File: src/rtl/hbrp_pkg.sv
// Shared types, character codes and helpers for the HTTP byte-range parser.
`timescale 1ns / 1ps

package hbrp_pkg;

    // Width of byte offsets and of the file size.
    localparam int NUM_W = 63;

    // Default depth of the queue between the front and the back.
    localparam int QUEUE_DEPTH_DEF = 2;

    // Command codes of an input request.
    localparam logic CMD_CHAR = 1'b0;
    localparam logic CMD_END  = 1'b1;

    // Character codes used by the parser.
    localparam logic [7:0] CH_DASH   = 8'h2D;
    localparam logic [7:0] CH_COMMA  = 8'h2C;
    localparam logic [7:0] CH_SPACE  = 8'h20;
    localparam logic [7:0] CH_TAB    = 8'h09;
    localparam logic [7:0] CH_ZERO   = 8'h30;
    localparam logic [7:0] CH_NINE   = 8'h39;
    localparam logic [7:0] CH_UPPER_A = 8'h41;
    localparam logic [7:0] CH_UPPER_Z = 8'h5A;
    localparam logic [7:0] CH_CASE_OFS = 8'h20;

    // Index of the last character of the unit prefix.
    localparam logic [2:0] PREFIX_LAST = 3'd5;

    // Parse phase of the front.
    typedef enum logic [1:0] {
        PH_PREFIX = 2'd0,
        PH_FIRST  = 2'd1,
        PH_SECOND = 2'd2,
        PH_DONE   = 2'd3
    } t_phase;

    // Result codes.
    typedef enum logic [1:0] {
        OUT_NONE  = 2'd0,
        OUT_OK    = 2'd1,
        OUT_UNSAT = 2'd2,
        OUT_BAD   = 2'd3
    } t_outcome;

    // Parse summary handed from the front to the back at each end request.
    typedef struct packed {
        logic              any_seen;
        logic              shape_bad;
        logic              first_present;
        logic              first_bad;
        logic [NUM_W-1:0]  first_num;
        logic              second_present;
        logic              second_bad;
        logic [NUM_W-1:0]  second_num;
    } t_snap;

    // Lower-case text of the unit prefix, one character per index.
    function automatic logic [7:0] prefix_char(input logic [2:0] idx);
        logic [7:0] ch;
        unique case (idx)
            3'd0:    ch = 8'h62;
            3'd1:    ch = 8'h79;
            3'd2:    ch = 8'h74;
            3'd3:    ch = 8'h65;
            3'd4:    ch = 8'h73;
            3'd5:    ch = 8'h3D;
            default: ch = 8'h00;
        endcase
        return ch;
    endfunction

endpackage

File: src/rtl/hbrp_front.sv
// Front of the parser: takes header characters and builds the parse summary.
`timescale 1ns / 1ps

module hbrp_front (
    input  logic                 i_clk,
    input  logic                 i_rst_n,
    input  logic                 i_valid,
    output logic                 o_stall,
    input  logic                 i_command,
    input  logic [7:0]           i_char_code,
    input  logic                 i_full,
    output logic                 o_push,
    output hbrp_pkg::t_snap      o_snap
);

    localparam int PROD_W = hbrp_pkg::NUM_W + 5;

    hbrp_pkg::t_phase          r_phase, n_phase;
    logic [2:0]                r_prefix_idx, n_prefix_idx;
    logic                      r_any_seen, n_any_seen;
    logic [hbrp_pkg::NUM_W-1:0] r_first_num, n_first_num;
    logic                      r_first_present, n_first_present;
    logic                      r_first_bad, n_first_bad;
    logic [hbrp_pkg::NUM_W-1:0] r_second_num, n_second_num;
    logic                      r_second_present, n_second_present;
    logic                      r_second_bad, n_second_bad;
    logic                      r_trailing, n_trailing;
    logic                      r_malformed, n_malformed;

    logic                      accept;
    logic                      is_end;
    logic [7:0]                lower_ch;
    logic                      prefix_match;
    logic                      is_blank;
    logic                      is_digit;
    logic [3:0]                digit;
    logic                      use_second;
    logic [hbrp_pkg::NUM_W-1:0] acc_num;
    logic                      acc_present;
    logic                      acc_bad;
    logic [PROD_W-1:0]         acc_ext;
    logic [PROD_W-1:0]         acc_prod;
    logic                      acc_ovf;
    logic [hbrp_pkg::NUM_W-1:0] feed_num;
    logic                      feed_present;
    logic                      feed_bad;
    logic                      feed_trailing;

    // Only end requests need queue space, but the stall is kept simple.
    assign o_stall = i_full;
    assign accept  = i_valid && !o_stall;
    assign is_end  = (i_command == hbrp_pkg::CMD_END);
    assign o_push  = accept && is_end;

    // Summary of the parse as it stands when the end request arrives.
    always_comb begin
        o_snap.any_seen       = r_any_seen;
        o_snap.shape_bad      = r_malformed || (r_phase == hbrp_pkg::PH_PREFIX)
                                || (r_phase == hbrp_pkg::PH_FIRST);
        o_snap.first_present  = r_first_present;
        o_snap.first_bad      = r_first_bad;
        o_snap.first_num      = r_first_num;
        o_snap.second_present = r_second_present;
        o_snap.second_bad     = r_second_bad;
        o_snap.second_num     = r_second_num;
    end

    // Character classification.
    assign lower_ch = ((i_char_code >= hbrp_pkg::CH_UPPER_A) &&
                       (i_char_code <= hbrp_pkg::CH_UPPER_Z)) ?
                      (i_char_code + hbrp_pkg::CH_CASE_OFS) : i_char_code;
    assign prefix_match = (lower_ch == hbrp_pkg::prefix_char(r_prefix_idx));
    assign is_blank = (i_char_code == hbrp_pkg::CH_SPACE) ||
                      (i_char_code == hbrp_pkg::CH_TAB);
    assign is_digit = (i_char_code >= hbrp_pkg::CH_ZERO) &&
                      (i_char_code <= hbrp_pkg::CH_NINE);
    assign digit    = 4'(i_char_code - hbrp_pkg::CH_ZERO);

    // One shared decimal accumulator serves whichever part is being parsed.
    assign use_second  = (r_phase == hbrp_pkg::PH_SECOND);
    assign acc_num     = use_second ? r_second_num : r_first_num;
    assign acc_present = use_second ? r_second_present : r_first_present;
    assign acc_bad     = use_second ? r_second_bad : r_first_bad;
    assign acc_ext     = PROD_W'(acc_num);
    assign acc_prod    = (acc_ext << 3) + (acc_ext << 1) + PROD_W'(digit);
    assign acc_ovf     = (acc_prod[PROD_W-1:hbrp_pkg::NUM_W] != '0);

    // Effect of one character on the current number part.
    always_comb begin
        feed_num      = acc_num;
        feed_present  = acc_present;
        feed_bad      = acc_bad;
        feed_trailing = r_trailing;
        if (is_blank) begin
            if (acc_present) begin
                feed_trailing = 1'b1;
            end
        end else begin
            feed_present = 1'b1;
            if (!is_digit || r_trailing) begin
                feed_bad = 1'b1;
            end else if (!acc_bad) begin
                if (acc_ovf) begin
                    feed_bad = 1'b1;
                end else begin
                    feed_num = acc_prod[hbrp_pkg::NUM_W-1:0];
                end
            end
        end
    end

    // Next parse phase.
    always_comb begin
        n_phase = r_phase;
        if (accept) begin
            if (is_end) begin
                n_phase = hbrp_pkg::PH_PREFIX;
            end else if (!r_malformed) begin
                unique case (r_phase)
                    hbrp_pkg::PH_PREFIX: begin
                        if (prefix_match && (r_prefix_idx == hbrp_pkg::PREFIX_LAST)) begin
                            n_phase = hbrp_pkg::PH_FIRST;
                        end
                    end
                    hbrp_pkg::PH_FIRST: begin
                        if (i_char_code == hbrp_pkg::CH_DASH) begin
                            n_phase = hbrp_pkg::PH_SECOND;
                        end
                    end
                    hbrp_pkg::PH_SECOND: begin
                        if (i_char_code == hbrp_pkg::CH_COMMA) begin
                            n_phase = hbrp_pkg::PH_DONE;
                        end
                    end
                    default: begin
                        n_phase = r_phase;
                    end
                endcase
            end
        end
    end

    // Next values of the parse registers.
    always_comb begin
        n_prefix_idx     = r_prefix_idx;
        n_any_seen       = r_any_seen;
        n_first_num      = r_first_num;
        n_first_present  = r_first_present;
        n_first_bad      = r_first_bad;
        n_second_num     = r_second_num;
        n_second_present = r_second_present;
        n_second_bad     = r_second_bad;
        n_trailing       = r_trailing;
        n_malformed      = r_malformed;
        if (accept) begin
            if (is_end) begin
                n_prefix_idx     = '0;
                n_any_seen       = 1'b0;
                n_first_num      = '0;
                n_first_present  = 1'b0;
                n_first_bad      = 1'b0;
                n_second_num     = '0;
                n_second_present = 1'b0;
                n_second_bad     = 1'b0;
                n_trailing       = 1'b0;
                n_malformed      = 1'b0;
            end else begin
                n_any_seen = 1'b1;
                if (!r_malformed) begin
                    unique case (r_phase)
                        hbrp_pkg::PH_PREFIX: begin
                            if (prefix_match) begin
                                n_prefix_idx = r_prefix_idx + 3'd1;
                            end else begin
                                n_malformed = 1'b1;
                            end
                        end
                        hbrp_pkg::PH_FIRST: begin
                            if (i_char_code == hbrp_pkg::CH_DASH) begin
                                n_trailing = 1'b0;
                            end else if (i_char_code == hbrp_pkg::CH_COMMA) begin
                                n_malformed = 1'b1;
                            end else begin
                                n_first_num     = feed_num;
                                n_first_present = feed_present;
                                n_first_bad     = feed_bad;
                                n_trailing      = feed_trailing;
                            end
                        end
                        hbrp_pkg::PH_SECOND: begin
                            if (i_char_code != hbrp_pkg::CH_COMMA) begin
                                n_second_num     = feed_num;
                                n_second_present = feed_present;
                                n_second_bad     = feed_bad;
                                n_trailing       = feed_trailing;
                            end
                        end
                        default: begin
                            n_trailing = r_trailing;
                        end
                    endcase
                end
            end
        end
    end

    // Parse registers.
    always_ff @(posedge i_clk) begin
        if (!i_rst_n) begin
            r_phase          <= hbrp_pkg::PH_PREFIX;
            r_prefix_idx     <= '0;
            r_any_seen       <= 1'b0;
            r_first_num      <= '0;
            r_first_present  <= 1'b0;
            r_first_bad      <= 1'b0;
            r_second_num     <= '0;
            r_second_present <= 1'b0;
            r_second_bad     <= 1'b0;
            r_trailing       <= 1'b0;
            r_malformed      <= 1'b0;
        end else begin
            r_phase          <= n_phase;
            r_prefix_idx     <= n_prefix_idx;
            r_any_seen       <= n_any_seen;
            r_first_num      <= n_first_num;
            r_first_present  <= n_first_present;
            r_first_bad      <= n_first_bad;
            r_second_num     <= n_second_num;
            r_second_present <= n_second_present;
            r_second_bad     <= n_second_bad;
            r_trailing       <= n_trailing;
            r_malformed      <= n_malformed;
        end
    end

    // The prefix index only counts while the prefix is being matched.
    a_prefix_idx_range: assert property (@(posedge i_clk) disable iff (!i_rst_n)
        (r_phase == hbrp_pkg::PH_PREFIX) |-> (r_prefix_idx <= hbrp_pkg::PREFIX_LAST))
        else $error("prefix index past the end of the prefix");

    // An end request is never handed over while the queue is full.
    a_no_push_full: assert property (@(posedge i_clk) disable iff (!i_rst_n)
        o_push |-> !i_full)
        else $error("summary pushed into a full queue");

endmodule

File: src/rtl/hbrp_queue.sv
// Short queue of parse summaries between the front and the back.
`timescale 1ns / 1ps

module hbrp_queue #(
    parameter int DEPTH = hbrp_pkg::QUEUE_DEPTH_DEF
) (
    input  logic            i_clk,
    input  logic            i_rst_n,
    input  logic            i_push,
    input  hbrp_pkg::t_snap i_data,
    output logic            o_full,
    output logic            o_valid,
    output hbrp_pkg::t_snap o_data,
    input  logic            i_pop
);

    localparam int PTR_W = (DEPTH > 1) ? $clog2(DEPTH) : 1;
    localparam int CNT_W = $clog2(DEPTH + 1);
    localparam logic [PTR_W-1:0] PTR_LAST = PTR_W'(DEPTH - 1);
    localparam logic [CNT_W-1:0] CNT_FULL = CNT_W'(DEPTH);

    hbrp_pkg::t_snap   r_mem [DEPTH];
    logic [PTR_W-1:0]  r_wr_ptr, n_wr_ptr;
    logic [PTR_W-1:0]  r_rd_ptr, n_rd_ptr;
    logic [CNT_W-1:0]  r_count, n_count;

    assign o_full  = (r_count == CNT_FULL);
    assign o_valid = (r_count != '0);
    assign o_data  = r_mem[r_rd_ptr];

    // Pointer and fill count updates.
    always_comb begin
        n_wr_ptr = r_wr_ptr;
        n_rd_ptr = r_rd_ptr;
        n_count  = r_count;
        if (i_push) begin
            n_wr_ptr = (r_wr_ptr == PTR_LAST) ? '0 : r_wr_ptr + PTR_W'(1);
        end
        if (i_pop) begin
            n_rd_ptr = (r_rd_ptr == PTR_LAST) ? '0 : r_rd_ptr + PTR_W'(1);
        end
        if (i_push && !i_pop) begin
            n_count = r_count + CNT_W'(1);
        end else if (!i_push && i_pop) begin
            n_count = r_count - CNT_W'(1);
        end
    end

    always_ff @(posedge i_clk) begin
        if (!i_rst_n) begin
            r_wr_ptr <= '0;
            r_rd_ptr <= '0;
            r_count  <= '0;
        end else begin
            r_wr_ptr <= n_wr_ptr;
            r_rd_ptr <= n_rd_ptr;
            r_count  <= n_count;
        end
    end

    // Entry storage.
    always_ff @(posedge i_clk) begin
        if (i_push) begin
            r_mem[r_wr_ptr] <= i_data;
        end
    end

    a_count_range: assert property (@(posedge i_clk) disable iff (!i_rst_n)
        r_count <= CNT_FULL)
        else $error("queue fill count beyond its depth");

    a_no_pop_empty: assert property (@(posedge i_clk) disable iff (!i_rst_n)
        i_pop |-> o_valid)
        else $error("pop from an empty queue");

endmodule

File: src/rtl/hbrp_back.sv
// Back of the parser: checks the summary against the file size and reports.
`timescale 1ns / 1ps

module hbrp_back (
    input  logic                        i_clk,
    input  logic                        i_rst_n,
    input  logic                        i_cfg_we,
    input  logic [hbrp_pkg::NUM_W-1:0]  i_cfg_wdata,
    input  logic                        i_q_valid,
    input  hbrp_pkg::t_snap             i_q_data,
    output logic                        o_q_pop,
    output logic                        o_valid,
    input  logic                        i_stall,
    output logic [1:0]                  o_outcome,
    output logic [hbrp_pkg::NUM_W-1:0]  o_range_start,
    output logic signed [hbrp_pkg::NUM_W:0] o_range_end
);

    localparam int NUM_W = hbrp_pkg::NUM_W;

    logic [NUM_W-1:0]        r_file_size;

    // First stage: classification and clamping.
    logic                    r_v1;
    hbrp_pkg::t_outcome      r_s1_outcome, n_s1_outcome;
    logic                    r_s1_cmp, n_s1_cmp;
    logic [NUM_W-1:0]        r_s1_start, n_s1_start;
    logic [NUM_W:0]          r_s1_end, n_s1_end;

    // Second stage: output register.
    logic                    r_v2;
    hbrp_pkg::t_outcome      r_out_outcome;
    logic [NUM_W-1:0]        r_out_start;
    logic [NUM_W:0]          r_out_end;

    logic                    adv2;
    logic                    load1;
    logic [NUM_W:0]          fs_m1;
    logic                    first_ge;
    logic                    second_ge;
    logic [NUM_W-1:0]        sfx_start;
    logic [NUM_W:0]          to_end;
    logic                    end_below;

    // File size register.
    always_ff @(posedge i_clk) begin
        if (!i_rst_n) begin
            r_file_size <= '0;
        end else if (i_cfg_we) begin
            r_file_size <= i_cfg_wdata;
        end
    end

    // Pipeline flow.
    assign adv2    = !r_v2 || !i_stall;
    assign load1   = !r_v1 || adv2;
    assign o_q_pop = i_q_valid && load1;

    // Parallel compares against the file size.
    assign fs_m1     = {1'b0, r_file_size} - (NUM_W + 1)'(1);
    assign first_ge  = (i_q_data.first_num >= r_file_size);
    assign second_ge = (i_q_data.second_num >= r_file_size);
    assign sfx_start = second_ge ? '0 : (r_file_size - i_q_data.second_num);
    assign to_end    = (i_q_data.second_present && !second_ge) ?
                       {1'b0, i_q_data.second_num} : fs_m1;

    // Classification of one summary; the end-below-start check waits a stage.
    always_comb begin
        n_s1_outcome = hbrp_pkg::OUT_BAD;
        n_s1_cmp     = 1'b0;
        n_s1_start   = '0;
        n_s1_end     = '0;
        priority if (!i_q_data.any_seen) begin
            n_s1_outcome = hbrp_pkg::OUT_NONE;
        end else if (i_q_data.shape_bad) begin
            n_s1_outcome = hbrp_pkg::OUT_BAD;
        end else if (!i_q_data.first_present && !i_q_data.second_present) begin
            n_s1_outcome = hbrp_pkg::OUT_BAD;
        end else if (!i_q_data.first_present) begin
            // Suffix form.
            if (i_q_data.second_bad) begin
                n_s1_outcome = hbrp_pkg::OUT_BAD;
            end else if (i_q_data.second_num == '0) begin
                n_s1_outcome = hbrp_pkg::OUT_UNSAT;
            end else begin
                n_s1_outcome = hbrp_pkg::OUT_OK;
                n_s1_start   = sfx_start;
                n_s1_end     = fs_m1;
            end
        end else if (i_q_data.first_bad) begin
            n_s1_outcome = hbrp_pkg::OUT_BAD;
        end else if (first_ge) begin
            n_s1_outcome = hbrp_pkg::OUT_UNSAT;
        end else if (i_q_data.second_present && i_q_data.second_bad) begin
            n_s1_outcome = hbrp_pkg::OUT_BAD;
        end else begin
            n_s1_outcome = hbrp_pkg::OUT_OK;
            n_s1_cmp     = 1'b1;
            n_s1_start   = i_q_data.first_num;
            n_s1_end     = to_end;
        end
    end

    // First stage registers.
    always_ff @(posedge i_clk) begin
        if (!i_rst_n) begin
            r_v1 <= 1'b0;
        end else if (load1) begin
            r_v1 <= i_q_valid;
        end
    end

    always_ff @(posedge i_clk) begin
        if (load1) begin
            r_s1_outcome <= n_s1_outcome;
            r_s1_cmp     <= n_s1_cmp;
            r_s1_start   <= n_s1_start;
            r_s1_end     <= n_s1_end;
        end
    end

    // In the general form the end here is below the file size, so its top bit is clear.
    assign end_below = r_s1_cmp && (r_s1_end[NUM_W-1:0] < r_s1_start);

    // Output registers.
    always_ff @(posedge i_clk) begin
        if (!i_rst_n) begin
            r_v2 <= 1'b0;
        end else if (adv2) begin
            r_v2 <= r_v1;
        end
    end

    always_ff @(posedge i_clk) begin
        if (adv2) begin
            if (end_below) begin
                r_out_outcome <= hbrp_pkg::OUT_UNSAT;
                r_out_start   <= '0;
                r_out_end     <= '0;
            end else begin
                r_out_outcome <= r_s1_outcome;
                r_out_start   <= r_s1_start;
                r_out_end     <= r_s1_end;
            end
        end
    end

    assign o_valid       = r_v2;
    assign o_outcome     = r_out_outcome;
    assign o_range_start = r_out_start;
    assign o_range_end   = r_out_end;

    // Only an ok result carries offsets.
    a_zero_unless_ok: assert property (@(posedge i_clk) disable iff (!i_rst_n)
        (r_v2 && (r_out_outcome != hbrp_pkg::OUT_OK)) |->
        ((r_out_start == '0) && (r_out_end == '0)))
        else $error("offsets set on a result that is not ok");

    // A request in the first stage is not lost while the output waits.
    a_s1_held: assert property (@(posedge i_clk) disable iff (!i_rst_n)
        (r_v1 && r_v2 && i_stall) |=> r_v1)
        else $error("first stage dropped a request during a stall");

endmodule

File: src/rtl/http_byte_range_parser_top.sv
// Top level of the HTTP byte-range header parser.
`timescale 1ns / 1ps
//
//  Channel   Direction  Handshake            Payload
//  input     in         i_valid / o_stall    i_command, i_char_code
//  result    out        o_valid / i_stall    o_outcome, o_range_start, o_range_end
//  config    in         i_cfg_we             i_cfg_wdata (file size)
//
//  One request is taken per cycle while o_stall is low; a character request gives no result.
//  An end request gives its result through the summary queue, the classification stage
//  and the output register, in that order.
//  Reset is synchronous and active low and sets the file size to zero.
//  The input stalls only while the summary queue is full, which happens when
//  end requests pile up behind a stalled result.

module http_byte_range_parser_top #(
    parameter int QUEUE_DEPTH = hbrp_pkg::QUEUE_DEPTH_DEF
) (
    input  logic                            i_clk,
    input  logic                            i_rst_n,
    input  logic                            i_cfg_we,
    input  logic [hbrp_pkg::NUM_W-1:0]      i_cfg_wdata,
    input  logic                            i_valid,
    output logic                            o_stall,
    input  logic                            i_command,
    input  logic [7:0]                      i_char_code,
    output logic                            o_valid,
    input  logic                            i_stall,
    output logic [1:0]                      o_outcome,
    output logic [hbrp_pkg::NUM_W-1:0]      o_range_start,
    output logic signed [hbrp_pkg::NUM_W:0] o_range_end
);

    logic            push;
    logic            q_full;
    logic            q_valid;
    logic            q_pop;
    hbrp_pkg::t_snap push_snap;
    hbrp_pkg::t_snap q_snap;

    // Character parsing.
    hbrp_front u_front (
        .i_clk       (i_clk),
        .i_rst_n     (i_rst_n),
        .i_valid     (i_valid),
        .o_stall     (o_stall),
        .i_command   (i_command),
        .i_char_code (i_char_code),
        .i_full      (q_full),
        .o_push      (push),
        .o_snap      (push_snap)
    );

    // Summaries waiting for the back.
    hbrp_queue #(
        .DEPTH (QUEUE_DEPTH)
    ) u_queue (
        .i_clk   (i_clk),
        .i_rst_n (i_rst_n),
        .i_push  (push),
        .i_data  (push_snap),
        .o_full  (q_full),
        .o_valid (q_valid),
        .o_data  (q_snap),
        .i_pop   (q_pop)
    );

    // Range checks and result delivery.
    hbrp_back u_back (
        .i_clk         (i_clk),
        .i_rst_n       (i_rst_n),
        .i_cfg_we      (i_cfg_we),
        .i_cfg_wdata   (i_cfg_wdata),
        .i_q_valid     (q_valid),
        .i_q_data      (q_snap),
        .o_q_pop       (q_pop),
        .o_valid       (o_valid),
        .i_stall       (i_stall),
        .o_outcome     (o_outcome),
        .o_range_start (o_range_start),
        .o_range_end   (o_range_end)
    );

endmodule

File: config.mk
export PLATFORM = sky130hd
export DESIGN_NAME = http_byte_range_parser_top
export DESIGN_NICKNAME = d
export VERILOG_FILES = /design/src/rtl/hbrp_pkg.sv /design/src/rtl/hbrp_front.sv /design/src/rtl/hbrp_queue.sv /design/src/rtl/hbrp_back.sv /design/src/rtl/http_byte_range_parser_top.sv
export SDC_FILE = /design/constraint.sdc
export NUM_CORES = 2
export LEC_CHECK = 0
export BUFFER_PORTS_ARGS = -buffer_cell sky130_fd_sc_hd__buf_4
export CELL_PAD_IN_SITES_DETAIL_PLACEMENT = 1
export CELL_PAD_IN_SITES_GLOBAL_PLACEMENT = 2
export CORE_UTILIZATION = 40
export DETAILED_ROUTE_END_ITERATION = 10
export PLACE_DENSITY_LB_ADDON = 0.15
export SETUP_SLACK_MARGIN = 0.02
export SYNTH_ARGS = -nofsm -noshare
export SYNTH_HDL_FRONTEND = slang
export SYNTH_SLANG_ARGS = --single-unit
File: constraint.sdc
create_clock -name i_clk -period 16.58 [get_ports i_clk]
set_clock_uncertainty 0.2 [all_clocks]
set_input_delay 0.829 -clock i_clk [delete_from_list [all_inputs] [get_ports i_clk]]
set_output_delay 0.829 -clock i_clk [all_outputs]
set_load 0.02 [all_outputs]
==> results.tsv <==
metric	value	unit
outcome	completed	
design_power_total	5.33	mW
fin_hold_ws	0.249	ns
dieArea	0.110	mm²
cts_max_path_buffers	3	
yosys.area.top_type	edfxtp_1	
syn-instance-count	4064	
htree_levels	3	
core.rowCount	120	
leakage	19.3	nW
synth_commonest_cells	edfxtp_1, ha_1, nor2_1	
num_io_pins	208	
cts_tree	done	
post_cts_buffers	0	
fillCellCount	11600	
synth_top_area_frac	0.362	
detail_route.wl_per_cell	24.6	µm
max_freq	0.118	GHz
grt_overflow_total	0	
grt_util_all_layers	0.248	
pre_cts_ws	8.13	ns
worst_slack	8.08	ns
setup_viol_count_final	0	
worst_ep_required_time	16.90	ns
ys.flop_type	edfxtp_1	
first_iter_violations	2278	
final_cells	5686	
ir_drop	0.0714	mV
slew_violations	0	
synth_most_common_cell	edfxtp_1	
yosys_warnings	0	
fin_setup_tns	0	ns
path_buf_inv	3	
drc	0	
maxCapViolations	0	
placed_area	0.0464	mm²
async_reset_ff_frac	0	
powerDensity	109	mW/mm²
post-route-min-period	8.50	ns
vias	32800	
cp_slowest_cell	ha_4	
cts_buffers	74	
clock-sinks	731	
synthTopCellsByArea	edfxtp_1, dfxtp_1, ha_1	
fin_crit_sh	0.513	
multi_input_area	0.0221	mm²
holdBufCountCts	0	
grt_max_degree	79	
syn2layout_area_growth	12.8	%
final_antenna_net_count	0	
antenna_found_initial	1	
seqCellArea	0.0199	mm²
start_util	0.404	
start_kind	flop	
nNetsFinal	4549	
via_per_inst	5.77	
clkLatencyLatePin	0.64	ns
diodes	0	
cts_resized	0	
finish.utilization	0.456	
synth_nets	4391	
routabilityCongestion	0.910	
end_kind	flop	
synth.cell_area	0.0434	mm²
hpwl	108000	µm
maxSlewHeadroom	0.144	
clock-root-buffer	clkbuf_16	
path_clk_slew	0.06	ns
chipWidth	331	µm
synth_cell_types	106	
critical_path.max_stage_delay	0.81	ns
yosys_register_bits	731	
die_y	331	µm
hold_viol_final	0	
dp.cells	5549	
detail_route.first_pass.iterations	5	
worst_slew_pin_slew	1.25	ns
grt_pass1_wl	210000	µm
totalWireLength	140000	µm
crit_family	compound AO/OA/AOI/OAI gates	
design_area	0.0490	mm²
seq_area_frac_synth	0.458	
rsz0062_at_grt	false	
avgSynthCellArea	10.7	µm²
path_cells	inv_1 -> ha_4 -> buf_4 -> mux2_2 -> ha_1 -> a21oi_1 -> nand2_1 -> a211oi_1 -> nor4_1 -> o21bai_1 -> nand2_1 -> o211ai_1 -> a21boi_0 -> a2111oi_2 -> nand4_1 -> and4b_2 -> mux2i_4 -> buf_4 -> mux2_2 -> a22o_1	
critPathMaxFanout	78	
min_path_type	input port to flop	
io_buffer_count	207	
crit_arrival	8.82	ns
synth_edf_count	523	
layout-drive-gt1-share	0.141	
grt_pass1_vias	32600	
core	0.107	mm²
crit_type	flop to flop	
-- placed cells by master, fill, tap and decap left out, drive strengths merged, types with 16 or more instances in the layout --
| cell | n |
|---|---|
| a211oi | 26 |
| a21o | 127 |
| a21oi | 194 |
| a22o | 81 |
| a31oi | 24 |
| and2 | 25 |
| and3 | 25 |
| buf | 260 |
| clkbuf | 95 |
| clkinv | 26 |
| dfxtp | 208 |
| edfxtp | 523 |
| ha | 247 |
| inv | 206 |
| mux2 | 151 |
| mux2i | 197 |
| nand2 | 205 |
| nand2b | 45 |
| nand3 | 63 |
| nand4 | 79 |
| nor2 | 224 |
| nor2b | 173 |
| nor3 | 96 |
| nor4 | 55 |
| o211ai | 16 |
| o21a | 31 |
| o21ai | 150 |
| o21bai | 22 |
| o22ai | 95 |
| o2bb2ai | 66 |
| or3 | 22 |
| or4 | 19 |
| xnor2 | 208 |
| xor2 | 75 |
-- path summary, 6_finish.rpt --
check                                start  cells past startpoint                     end  slack [ns]
setup / recovery        u_front.r_phase[0]                     20  u_front.r_first_num[3]        8.08
hold reg to reg   u_front.r_second_num[43]                      0    u_queue.r_mem[0][43]        0.29
setup reg to reg        u_front.r_phase[0]                     20  u_front.r_first_num[3]        8.08
hold / removal             i_cfg_wdata[60]                      3  u_back.r_file_size[60]        0.25
-- kinds of logic after synthesis --
logic type | after synthesis | synth area share
simple gates | 1096 | 0.134
fa+ha+maj | 253 | 0.0733
buf+inv | 378 | 0.0350
flops | 731 | 0.458
compound gates | 975 | 0.156
xor+xnor | 283 | 0.0573
mux | 348 | 0.0867
-- report_power, final --
part / switching [mW] / total [mW] / internal, mW
clock network: 0.717 / 1.73 / 1.01
logic: 0.865 / 1.42 / 0.550
registers: 0.0799 / 2.18 / 2.10
-- worst register-to-register path: stages, from the launching register on --
cell and delay [ns]:
dfxtp_1 0.33, inv_1 0.12, ha_4 0.81, buf_4 0.83
mux2_2 0.49, ha_1 0.39, a21oi_1 0.28, nand2_1 0.14
a211oi_1 0.44, nor4_1 0.12, o21bai_1 0.36, nand2_1 0.20
o211ai_1 0.39, a21boi_0 0.23, a2111oi_2 0.59, nand4_1 0.42
and4b_2 0.46, mux2i_4 0.22, buf_4 0.68, mux2_2 0.48
a22o_1 0.20
-- cell type report --
class,instances,share of cell area
clock buffers,95,0.0422
clock inverters,42,0.00935
inverters,200,0.0154
multi-input cells,2955,0.451
flip-flops and latches,731,0.406
well taps,1403,0.0359
repair buffers,260,0.0399
-- per-layer routing --
| metal | part of all wire | GRT usage | up-vias |
|---|---|---|---|
| met2 | 0.42 | 0.366 | 737 |
| met5 | 0 | 0 | - |
| li1 | - | - | 15600 |
| met3 | 0.041 | 0.0260 | 119 |
| met1 | 0.52 | 0.388 | 16400 |
| met4 | 0.018 | 0.0537 | 0 |
-- registers in the layout (all words and copies together), names as in the netlist, 63 cells and up, named ones only --
name / flops
u_back.o_range_end: 64
u_back.o_range_start: 63
u_back.r_file_size: 63
u_back.r_s1_end: 64
u_back.r_s1_start: 63
u_front.r_first_num: 63
u_front.r_second_num: 63
u_queue.r_mem: 264
Power figures use the tool's default switching activity.
